$ cat config.mk
export PLATFORM = sky130hd
export DESIGN_NAME = heat_rise_smoke_alarm
export DESIGN_NICKNAME = d
export VERILOG_FILES = /design/src/design/hrsa_pkg.sv /design/src/design/heat_rise_smoke_alarm.sv
export SDC_FILE = /design/constraint.sdc
export NUM_CORES = 1
export LEC_CHECK = 0
export ABC_AREA = 1
export CORE_MARGIN = 3
export CORE_UTILIZATION = 52
export DETAILED_ROUTE_END_ITERATION = 12
export DONT_BUFFER_PORTS = 1
export GPL_ROUTABILITY_DRIVEN = 1
export PLACE_DENSITY_LB_ADDON = 0.12
export SLEW_MARGIN = 20
export SYNTH_ARGS = -nofsm -noshare
export SYNTH_HDL_FRONTEND = slang
export SYNTH_SLANG_ARGS = --single-unit
$ cat constraint.sdc
create_clock -name clk -period 11.5 [get_ports clk]
set_input_delay 2.3 -clock clk [delete_from_list [all_inputs] [get_ports clk]]
set_output_delay 2.3 -clock clk [all_outputs]
set_load 0.02 [all_outputs]
$ cat src/design/hrsa_pkg.sv
// ----------------------------------------------------------------------------
// hrsa_pkg: shared types and constants for the heat rise smoke alarm
// Item structs, register indexes, scaling constants and the tone duty table.
// ----------------------------------------------------------------------------
package hrsa_pkg;

	// Widths of the item fields and registers.
	localparam int RAW_W    = 10;
	localparam int DEG_W    = 9;
	localparam int LEVEL_W  = 3;
	localparam int DUTY_W   = 8;
	localparam int BAND_W   = 2;
	localparam int CFG_IDX_W  = 3;
	localparam int CFG_DATA_W = 10;

	// Ring depth default for the temperature history.
	localparam int HISTORY_DEPTH_DEF = 3;

	// Degrees are raw * 500 / 1024.
	localparam int DEG_SCALE = 500;
	localparam int DEG_SHIFT = 10;
	localparam int PROD_W    = RAW_W + 9;

	// Register indexes on the configuration port.
	typedef enum logic [CFG_IDX_W-1:0] {
		REG_SMOKE_THRESHOLD  = 3'd0,
		REG_RISE_LIMIT_ONE   = 3'd1,
		REG_RISE_LIMIT_TWO   = 3'd2,
		REG_RISE_LIMIT_THREE = 3'd3,
		REG_RISE_LIMIT_FOUR  = 3'd4,
		REG_BAND_FLOOR       = 3'd5,
		REG_BAND_WARM        = 3'd6,
		REG_BAND_HOT         = 3'd7
	} cfg_reg_t;

	// Register reset values.
	localparam logic [RAW_W-1:0] SMOKE_THRESHOLD_RST  = 10'd290;
	localparam logic [DEG_W-1:0] RISE_LIMIT_ONE_RST   = 9'd1;
	localparam logic [DEG_W-1:0] RISE_LIMIT_TWO_RST   = 9'd2;
	localparam logic [DEG_W-1:0] RISE_LIMIT_THREE_RST = 9'd4;
	localparam logic [DEG_W-1:0] RISE_LIMIT_FOUR_RST  = 9'd5;
	localparam logic [DEG_W-1:0] BAND_FLOOR_RST       = 9'd22;
	localparam logic [DEG_W-1:0] BAND_WARM_RST        = 9'd35;
	localparam logic [DEG_W-1:0] BAND_HOT_RST         = 9'd42;

	// Alarm levels.
	localparam logic [LEVEL_W-1:0] LEVEL_NONE  = 3'd0;
	localparam logic [LEVEL_W-1:0] LEVEL_ONE   = 3'd1;
	localparam logic [LEVEL_W-1:0] LEVEL_TWO   = 3'd2;
	localparam logic [LEVEL_W-1:0] LEVEL_THREE = 3'd3;
	localparam logic [LEVEL_W-1:0] LEVEL_FOUR  = 3'd4;

	// Temperature bands.
	localparam logic [BAND_W-1:0] BAND_BELOW  = 2'd0;
	localparam logic [BAND_W-1:0] BAND_NORMAL = 2'd1;
	localparam logic [BAND_W-1:0] BAND_WARMER = 2'd2;
	localparam logic [BAND_W-1:0] BAND_HOTTER = 2'd3;

	// Speaker compare values per level.
	localparam logic [DUTY_W-1:0] DUTY_L0 = 8'd0;
	localparam logic [DUTY_W-1:0] DUTY_L1 = 8'd50;
	localparam logic [DUTY_W-1:0] DUTY_L2 = 8'd70;
	localparam logic [DUTY_W-1:0] DUTY_L3 = 8'd90;
	localparam logic [DUTY_W-1:0] DUTY_L4 = 8'd130;

	typedef struct packed {
		logic [RAW_W-1:0] temp_raw;
		logic [RAW_W-1:0] smoke_raw;
	} in_item_t;

	typedef struct packed {
		logic [DEG_W-1:0]   temp_degrees;
		logic [LEVEL_W-1:0] alarm_level;
		logic [DUTY_W-1:0]  tone_duty;
		logic               buzzer_on;
		logic               led_alarm;
		logic               led_warning;
		logic               led_smoke;
		logic [BAND_W-1:0]  temp_band;
	} out_item_t;

	function automatic logic [DUTY_W-1:0] duty_of_level(input logic [LEVEL_W-1:0] level);
		logic [DUTY_W-1:0] duty;
		case (level)
			LEVEL_ONE:   duty = DUTY_L1;
			LEVEL_TWO:   duty = DUTY_L2;
			LEVEL_THREE: duty = DUTY_L3;
			LEVEL_FOUR:  duty = DUTY_L4;
			default:     duty = DUTY_L0;
		endcase
		return duty;
	endfunction

endpackage

$ cat src/design/heat_rise_smoke_alarm.sv
// ----------------------------------------------------------------------------
// heat_rise_smoke_alarm: rate-of-rise fire alarm with smoke gating
// Scales each temperature sample, keeps a short ring of past samples and
// grades the largest rise into an alarm level while smoke is present.
// ----------------------------------------------------------------------------
//
//  Channel   Handshake              Payload                    Direction
//  -------   ---------------------  -------------------------  ---------
//  in        in_valid / in_stall    in_item  (hrsa_pkg::in_item_t)   into block
//  out       out_valid / out_stall  out_item (hrsa_pkg::out_item_t)  out of block
//  cfg       cfg_we                 cfg_index, cfg_data              into block
//
// Each item passes through the input register and then sits in the
// result register until it is taken, and one item is accepted every cycle
// while the output side keeps up.
// All grading is done by a short compare tree in the cycle between the two
// registers; the ring depth sets the width of that tree.
// A stall on the output holds the result register and, when the input
// register is also full, raises in_stall in the same cycle.
// Reset clears the control state and restores every register to its
// default; the history ring needs no clearing since the first item fills it.

module heat_rise_smoke_alarm #(
	parameter int HISTORY_DEPTH = hrsa_pkg::HISTORY_DEPTH_DEF
) (
	input  logic                              clk,
	input  logic                              arst_n,
	input  logic                              in_valid,
	output logic                              in_stall,
	input  hrsa_pkg::in_item_t                in_item,
	output logic                              out_valid,
	input  logic                              out_stall,
	output hrsa_pkg::out_item_t               out_item,
	input  logic                              cfg_we,
	input  logic [hrsa_pkg::CFG_IDX_W-1:0]    cfg_index,
	input  logic [hrsa_pkg::CFG_DATA_W-1:0]   cfg_data
);

	localparam int IDX_W = (HISTORY_DEPTH > 1) ? $clog2(HISTORY_DEPTH) : 1;
	localparam logic [IDX_W-1:0] LAST_SLOT = IDX_W'(HISTORY_DEPTH - 1);

	// Configuration registers.
	logic [hrsa_pkg::RAW_W-1:0] smoke_threshold_q;
	logic [hrsa_pkg::DEG_W-1:0] rise_limit_one_q;
	logic [hrsa_pkg::DEG_W-1:0] rise_limit_two_q;
	logic [hrsa_pkg::DEG_W-1:0] rise_limit_three_q;
	logic [hrsa_pkg::DEG_W-1:0] rise_limit_four_q;
	logic [hrsa_pkg::DEG_W-1:0] band_floor_q;
	logic [hrsa_pkg::DEG_W-1:0] band_warm_q;
	logic [hrsa_pkg::DEG_W-1:0] band_hot_q;

	// Input register.
	logic               valid_s1;
	hrsa_pkg::in_item_t item_s1;

	// Result register.
	logic                out_valid_q;
	hrsa_pkg::out_item_t out_item_q;

	// Alarm state.
	logic [hrsa_pkg::DEG_W-1:0] hist_q [HISTORY_DEPTH];
	logic [IDX_W-1:0]           slot_q;
	logic                       first_q;
	logic                       warning_q;
	logic                       smoke_lamp_q;

	// Datapath between the registers.
	logic                        advance;
	logic [hrsa_pkg::PROD_W-1:0] prod;
	logic [hrsa_pkg::DEG_W-1:0]  temp;
	logic                        smoke_present;
	logic                        armed;
	logic [hrsa_pkg::DEG_W-1:0]  best_rise;
	logic [hrsa_pkg::LEVEL_W-1:0] level;
	logic                        warning_next;
	logic                        smoke_lamp_next;
	logic [hrsa_pkg::BAND_W-1:0] band;
	hrsa_pkg::out_item_t         result;

	// The item in the input register moves on when the result register is
	// free or is being emptied in this cycle.
	assign advance  = !out_valid_q || !out_stall;
	assign in_stall = valid_s1 && !advance;

	always_ff @(posedge clk or negedge arst_n) begin
		if (!arst_n) begin
			smoke_threshold_q  <= hrsa_pkg::SMOKE_THRESHOLD_RST;
			rise_limit_one_q   <= hrsa_pkg::RISE_LIMIT_ONE_RST;
			rise_limit_two_q   <= hrsa_pkg::RISE_LIMIT_TWO_RST;
			rise_limit_three_q <= hrsa_pkg::RISE_LIMIT_THREE_RST;
			rise_limit_four_q  <= hrsa_pkg::RISE_LIMIT_FOUR_RST;
			band_floor_q       <= hrsa_pkg::BAND_FLOOR_RST;
			band_warm_q        <= hrsa_pkg::BAND_WARM_RST;
			band_hot_q         <= hrsa_pkg::BAND_HOT_RST;
		end else if (cfg_we) begin
			case (hrsa_pkg::cfg_reg_t'(cfg_index))
				hrsa_pkg::REG_SMOKE_THRESHOLD:  smoke_threshold_q  <= cfg_data;
				hrsa_pkg::REG_RISE_LIMIT_ONE:   rise_limit_one_q   <= cfg_data[8:0];
				hrsa_pkg::REG_RISE_LIMIT_TWO:   rise_limit_two_q   <= cfg_data[8:0];
				hrsa_pkg::REG_RISE_LIMIT_THREE: rise_limit_three_q <= cfg_data[8:0];
				hrsa_pkg::REG_RISE_LIMIT_FOUR:  rise_limit_four_q  <= cfg_data[8:0];
				hrsa_pkg::REG_BAND_FLOOR:       band_floor_q       <= cfg_data[8:0];
				hrsa_pkg::REG_BAND_WARM:        band_warm_q        <= cfg_data[8:0];
				hrsa_pkg::REG_BAND_HOT:         band_hot_q         <= cfg_data[8:0];
				default: ;
			endcase
		end
	end

	// Input register: a new item is taken whenever the register is empty or
	// its current item moves on.
	always_ff @(posedge clk or negedge arst_n) begin
		if (!arst_n) begin
			valid_s1 <= 1'b0;
		end else if (!in_stall) begin
			valid_s1 <= in_valid;
		end
	end

	always_ff @(posedge clk) begin
		if (in_valid && !in_stall) begin
			item_s1 <= in_item;
		end
	end

	// Scale to degrees: the product needs 19 bits, the top nine are degrees.
	assign prod = hrsa_pkg::PROD_W'(item_s1.temp_raw) * hrsa_pkg::PROD_W'(hrsa_pkg::DEG_SCALE);
	assign temp = prod[hrsa_pkg::PROD_W-1:hrsa_pkg::DEG_SHIFT];

	assign smoke_present = item_s1.smoke_raw < smoke_threshold_q;
	assign armed         = smoke_present && !first_q;

	// Largest rise over the ring as it stands after this item's write. The
	// slot being written, and every slot on the first item, gives a rise of
	// zero, so those are simply skipped. A fall never counts.
	always_comb begin
		logic [hrsa_pkg::DEG_W-1:0] rise;
		best_rise = '0;
		for (int k = 0; k < HISTORY_DEPTH; k++) begin
			rise = temp - hist_q[k];
			if (!first_q && slot_q != IDX_W'(k) && temp > hist_q[k] && rise > best_rise) begin
				best_rise = rise;
			end
		end
	end

	always_comb begin
		level = hrsa_pkg::LEVEL_NONE;
		if (armed) begin
			if (best_rise > rise_limit_four_q) begin
				level = hrsa_pkg::LEVEL_FOUR;
			end else if (best_rise > rise_limit_three_q) begin
				level = hrsa_pkg::LEVEL_THREE;
			end else if (best_rise > rise_limit_two_q) begin
				level = hrsa_pkg::LEVEL_TWO;
			end else if (best_rise > rise_limit_one_q) begin
				level = hrsa_pkg::LEVEL_ONE;
			end
		end
	end

	// The warning lamp follows levels one and two, is cleared at level zero
	// and keeps its state through levels three and four.
	always_comb begin
		case (level)
			hrsa_pkg::LEVEL_NONE:                   warning_next = 1'b0;
			hrsa_pkg::LEVEL_ONE, hrsa_pkg::LEVEL_TWO: warning_next = 1'b1;
			default:                                warning_next = warning_q;
		endcase
	end

	// The smoke lamp clears without smoke, sets with smoke after the first
	// item, and holds when smoke shows on the first item.
	always_comb begin
		if (!smoke_present) begin
			smoke_lamp_next = 1'b0;
		end else if (!first_q) begin
			smoke_lamp_next = 1'b1;
		end else begin
			smoke_lamp_next = smoke_lamp_q;
		end
	end

	always_comb begin
		if (temp > band_floor_q && temp <= band_warm_q) begin
			band = hrsa_pkg::BAND_NORMAL;
		end else if (temp > band_warm_q && temp <= band_hot_q) begin
			band = hrsa_pkg::BAND_WARMER;
		end else if (temp > band_hot_q) begin
			band = hrsa_pkg::BAND_HOTTER;
		end else begin
			band = hrsa_pkg::BAND_BELOW;
		end
	end

	always_comb begin
		result.temp_degrees = temp;
		result.alarm_level  = level;
		result.tone_duty    = hrsa_pkg::duty_of_level(level);
		result.buzzer_on    = level >= hrsa_pkg::LEVEL_THREE;
		result.led_alarm    = level >= hrsa_pkg::LEVEL_THREE;
		result.led_warning  = warning_next;
		result.led_smoke    = smoke_lamp_next;
		result.temp_band    = band;
	end

	// Alarm state moves only when an item passes into the result register.
	always_ff @(posedge clk or negedge arst_n) begin
		if (!arst_n) begin
			slot_q       <= '0;
			first_q      <= 1'b1;
			warning_q    <= 1'b0;
			smoke_lamp_q <= 1'b0;
		end else if (valid_s1 && advance) begin
			slot_q       <= (slot_q == LAST_SLOT) ? '0 : slot_q + 1'b1;
			first_q      <= 1'b0;
			warning_q    <= warning_next;
			smoke_lamp_q <= smoke_lamp_next;
		end
	end

	always_ff @(posedge clk) begin
		if (valid_s1 && advance) begin
			for (int k = 0; k < HISTORY_DEPTH; k++) begin
				if (first_q || slot_q == IDX_W'(k)) begin
					hist_q[k] <= temp;
				end
			end
		end
	end

	// Result register.
	always_ff @(posedge clk or negedge arst_n) begin
		if (!arst_n) begin
			out_valid_q <= 1'b0;
		end else if (advance) begin
			out_valid_q <= valid_s1;
		end
	end

	always_ff @(posedge clk) begin
		if (valid_s1 && advance) begin
			out_item_q <= result;
		end
	end

	assign out_valid = out_valid_q;
	assign out_item  = out_item_q;

endmodule

# Word level (Yosys, flattened, before mapping)

Memories as Yosys holds them, arrays and structs flattened.
Cells that the tools add are included.

Add/sub/neg operators: 4
Multiply operators: 1
Magnitude comparators: 17
Equality and inequality tests: 15
Mux-type cells: 24
Reductions and logical operators: 37

Operators with widths:

| kind                                                               | number |
|---|---|
| > comparator 9 bit                                                 | 12 |
| one-hot mux 8 bit (4 select lines)                                 | 1 |
| two-way mux 9 bit                                                  | 3 |
| subtractor 9 bit                                                   | 3 |
| <= comparator 9 bit                                                | 2 |
| multiplier 10 x 7 -> 17 bit (second input constant)                | 1 |
| AND reduction 2 bit                                                | 8 |
| equality test 3 bit (second input constant)                        | 5 |
| logical AND 1 bit                                                  | 15 |
| equality test 3 x 2 -> 1 bit (second input constant)               | 4 |
| two-way mux 1 bit                                                  | 12 |
| less-than comparator 10 bit                                        | 1 |
| two-way mux 2 bit                                                  | 5 |
| > comparator 9 x 1 -> 1 bit (second input constant)                | 1 |
| equality test 3 x 1 -> 1 bit (second input constant)               | 2 |
| logical NOT 3 bit                                                  | 2 |
| two-way mux 3 bit                                                  | 2 |
| logical NOT 1 bit                                                  | 5 |
| logical OR 1 bit                                                   | 4 |
| greater-or-equal comparator 3 x 2 -> 1 bit (second input constant) | 1 |
| adder 2 x 1 -> 2 bit (second input constant)                       | 1 |
| equality test 2 x 1 -> 1 bit (second input constant)               | 1 |
| equality test 2 bit (second input constant)                        | 1 |
| logical NOT 2 bit                                                  | 1 |
| other kinds (5)                                                    | 5 |

Register bits: 125
Memory bits (writable): 27
Input bits: 38
Output and inout port bits: 28
Logic and storage cells: 122
Memories: 1

Memories:

| name   | words | width | read ports | clocked after Yosys merged registers in | write ports | line                        | source |
|---|---|---|---|---|---|---|---|
| hist_q | 3     | 9     | 3          | 0                                       | 3           | heat_rise_smoke_alarm.sv:61 | `logic [hrsa_pkg::DEG_W-1:0] hist_q [HISTORY_DEPTH];` |

# Longest topological paths before layout

Depth after elaboration: 20
Mapped depth: 63
Gate-level depth less buffers: 62

# Worst setup path before layout

Ideal clock, no wire load.

Path type: reg2reg
From: reg item_s1[15] in the netlist's numbering
To: reg out_item_q, in the netlist out_item[3], data pin
Setup time: 0.259 ns
Data arrival time: 8.718 ns
Required time: 11.241 ns
Setup slack: 2.523 ns
Stages on the path, launching flop included: 58
Buffers on the path: 1
Period minus slack after synthesis: 8.977 ns
Cell sequence: edfxtp_1 inv_1 fa_1 fa_1 inv_1 fa_1 inv_1 fa_1 inv_1 ha_1 a21oi_1 o21ai_0 nand3_1 nand3_1 nand2_1 nand2_1 a21oi_1 xor2_1 [22 not listed] inv_2 buf_4 nand2_1 o21ai_2 ha_1 nand2_1 nor2_1 nand3b_1 nand3_1 nand2_1 nand2_1 nand2_1 nand2_1 inv_2 nand2_1 nand2_1 nand2_1 nand2_1

RTL lines:

| what                   | line                         | source |
|---|---|---|
| from (decl)            | heat_rise_smoke_alarm.sv:54  | `hrsa_pkg::in_item_t item_s1;` |
| from (signal assigned) | heat_rise_smoke_alarm.sv:122 | `item_s1 <= in_item;` |
| to (signal assigned)   | heat_rise_smoke_alarm.sv:243 | `out_item_q <= result;` |
| to (decl)              | heat_rise_smoke_alarm.sv:58  | `hrsa_pkg::out_item_t out_item_q;` |

==> reports/metrics.csv <==
stage;metric;value;unit
logic_synthesis;async_flop_share;53.0;%
routing;drcViolationCount;0;
final_layout;final_cell_mix;nand2_1, inv_1, ha_1;
floorplan;coreArea;20400;um2
routing;vias;7965;
floorplan;rows;52;
routing;drt_wl_total;24.2;mm
setup_path;worstPathMaxFanout;16;
final_layout;layout_commonest_cell;nand2_1;
flow_run;drv_cap;0;
outcome;status;finished clean;
cts;clkSinkCount;151;
routing;routed_via_density;5.15;
final_layout;ff_latch_area;4160;um2
setup_path;crit-reg2reg-capture;out_item[3]$_DFFE_PP_;
cts;post_cts_buffers;0;
timing;max_freq;0.0965;GHz
logic_synthesis;postSynthRegisterBits;151;
global_routing;grt_pass1_vias;7666;
final_layout;final_nets;1489;
setup_path;worstSetupPathType;flip-flop to flip-flop;
logic_synthesis;yosys_warnings;0;
timing;maxSlewViolCount;0;
global_routing;antenna_found_initial;0;
floorplan;start_util;53.4;%
setup_path;start_kind;flip-flop;
floorplan;die_y;151;um
placed_design;post-dp-hpwl;18.5;mm
setup_path;critPathSlowestCell;fa_1;
worst_hold_path;min_path_type;flip-flop to flip-flop;
placed_design;routabilityCongestion;0.851;
timing;relSlewSlack;38.8;%
cts;ctsResizeCount;0;
global_routing;grt_usage;22.2;%
logic_synthesis;synthFlopType;edfxtp_1;
floorplan;ioPinCount;66;
cts;cts_hold_buffers;0;
final_layout;n_antenna_cell;0;
floorplan;die_area;22800;um2
cts;cts_tree;done;
setup_path;critPathCaptureType;flip-flop;
routing;firstDrtPassIters;4;
setup_path;timing.critical_path.mode_cell;nand2_1;
setup_path;cp.required;11670;ps
timing;clock_skew;15.4;ps
timing;layout_min_cycle_time;10370;ps
final_layout;drive_above_1_share;8.07;%
logic_synthesis;postSynthCellCount;1250;
final_layout;multiInputGateArea;5780;um2
setup_path;cpPeakStageDelay;540;ps
cts;ctsRootBufferMaster;clkbuf_16;
timing;setup_violations;0;
timing;rsz0062_at_grt;false;
setup_path;r2r_slack;1130;ps
global_routing;grt_pass1_wl;39.3;mm
cts;clockBufferDepth;2;
timing;tightest_slew;915;ps
final_layout;fillers;1829;
setup_path;cp-startpoint;item_s1[13]$_DFFE_PP_;
final_layout;design_area;11900;um2
timing;finalCritPeriodShare;90.1;%
logic_synthesis;netlist_area;10900;um2
cts;htreeDepth;4;
timing;hold_viol;0;
cts;clk_pin_slew;70;ps
timing;worst_slack;1130;ps
logic_synthesis;syn-num-nets;1476;
setup_path;r2r-start;item_s1[13]$_DFFE_PP_;
cts;cts_buffers;17;
floorplan;die_w;151;um
final_layout;area_growth;8.82;%
placed_design;port_buffers;0;
routing;drtIter0Drc;386;
setup_path;r2r_cells;50;
global_routing;grt-ovfl-total;0;
logic_synthesis;seq_area_frac_synth;38.1;%
cts;clock_latency;430;ps
routing;ant_nets;0;
logic_synthesis;synth.distinct_cells;46;
global_routing;grt_max_degree;81;
setup_path;crit_end;out_item[3]$_DFFE_PP_;
logic_synthesis;synth_edf_count;71;
logic_synthesis;syn_avg_cell_area;8.73;um2
final_layout;postLayoutCoreUtil;58.1;%
placed_design;dp_slack;929;ps
routing;wl_per_cell;15.7;um
timing;finalSetupTns;0;ps
setup_path;arrival;10540;ps
placed_design;placed_cell_area;11200;um2
cell usage after synthesis (7+ instances only):
library cell | instances | area share, %
nand3_1 | 48 | 2.2
clkbuf_1 | 9 | 0.31
inv_1 | 239 | 8.2
o21ai_0 | 94 | 4.3
edfxtp_1 | 71 | 20
nand4_1 | 15 | 0.86
ha_1 | 157 | 18
inv_2 | 7 | 0.24
fa_1 | 31 | 5.7
nand3_2 | 8 | 0.73
dfstp_2 | 18 | 4.3
dfrtp_1 | 62 | 14
xor2_1 | 20 | 1.6
a21oi_1 | 67 | 3.1
nor2_1 | 49 | 1.7
nand2_1 | 278 | 9.6
worst min-delay path by stage:
stage / from / slack [ps] / cells after the start / end
2_1_floorplan: valid_s1$_DFFE_PN0N_ / 430 / 2 / out_valid$_DFFE_PN0N_
4_1_cts: rise_limit_two_q[3]$_DFFE_PN0P_ / 490 / 2 / rise_limit_two_q[3]$_DFFE_PN0P_
3_5_place_dp: rise_limit_three_q[5]$_DFFE_PN0P_ / 470 / 2 / rise_limit_three_q[5]$_DFFE_PN0P_
3_3_place_gp: rise_limit_one_q[6]$_DFFE_PN0P_ / 470 / 2 / rise_limit_one_q[6]$_DFFE_PN0P_
6_report: rise_limit_three_q[5]$_DFFE_PN0P_ / 490 / 2 / rise_limit_three_q[5]$_DFFE_PN0P_
5_1_grt: band_floor_q[2]$_DFFE_PN1P_ / 510 / 2 / band_floor_q[2]$_DFFE_PN1P_
stage by stage:
stage,hold WS [ps],cells
2_1_floorplan,434,1250
3_5_place_dp,473,1514
3_3_place_gp,467,1514
4_1_cts,490,1546
6_report,486,1546
5_1_grt,510,1546
state kept, by name, summed over array words and instances, names as in the netlist:
| signal | flops |
|---|---|
| rise_limit_three_q | 9 |
| band_hot_q | 9 |
| out_item | 24 |
| valid_s1 | 1 |
| warning_q | 1 |
| rise_limit_two_q | 9 |
| first_q | 1 |
| smoke_threshold_q | 10 |
| rise_limit_four_q | 9 |
| band_warm_q | 9 |
| smoke_lamp_q | 1 |
| item_s1 | 20 |
| band_floor_q | 9 |
| rise_limit_one_q | 9 |
| slot_q | 2 |
| hist_q | 27 |
| out_valid | 1 |
logic make-up after synthesis:
group / Yosys count / share of synthesized area (%)
other cells: 1 / 0.0344
compound gates: 195 / 9.75
fa+ha+maj: 188 / 23.7
xor+xnor: 26 / 2.09
simple gates: 429 / 17.2
buf+inv: 260 / 9.14
flops: 151 / 38.1
worst max-delay path: cells and delay by family, from the launching register on:
| kind | cells | cell delay (ps) |
|---|---|---|
| buf+inv | 5 | 520 |
| simple gates | 22 | 2490 |
| flops | 1 | 460 |
| xor+xnor | 1 | 520 |
| compound gates | 13 | 2490 |
| fa+ha+maj | 9 | 3570 |
layout make-up:
class,instances,area share (%)
inverter,247,7.83
timing repair buffer,7,0.443
tap,270,2.85
multi-input combinational,839,48.7
clock buffer,18,3.79
clock inverter,14,1.35
sequential,151,35.0
routing by layer:
layer,track usage (%),wire (um),vias up
met2,34.4,10800,159
met3,4.73,1320,16
met1,32.7,12000,3703
li1,-,-,4087
met4,4.08,155,0
met5,0,0,-
Power is not shown: default switching activity piles up to over one toggle a cycle in this logic, so the estimate is an artifact.
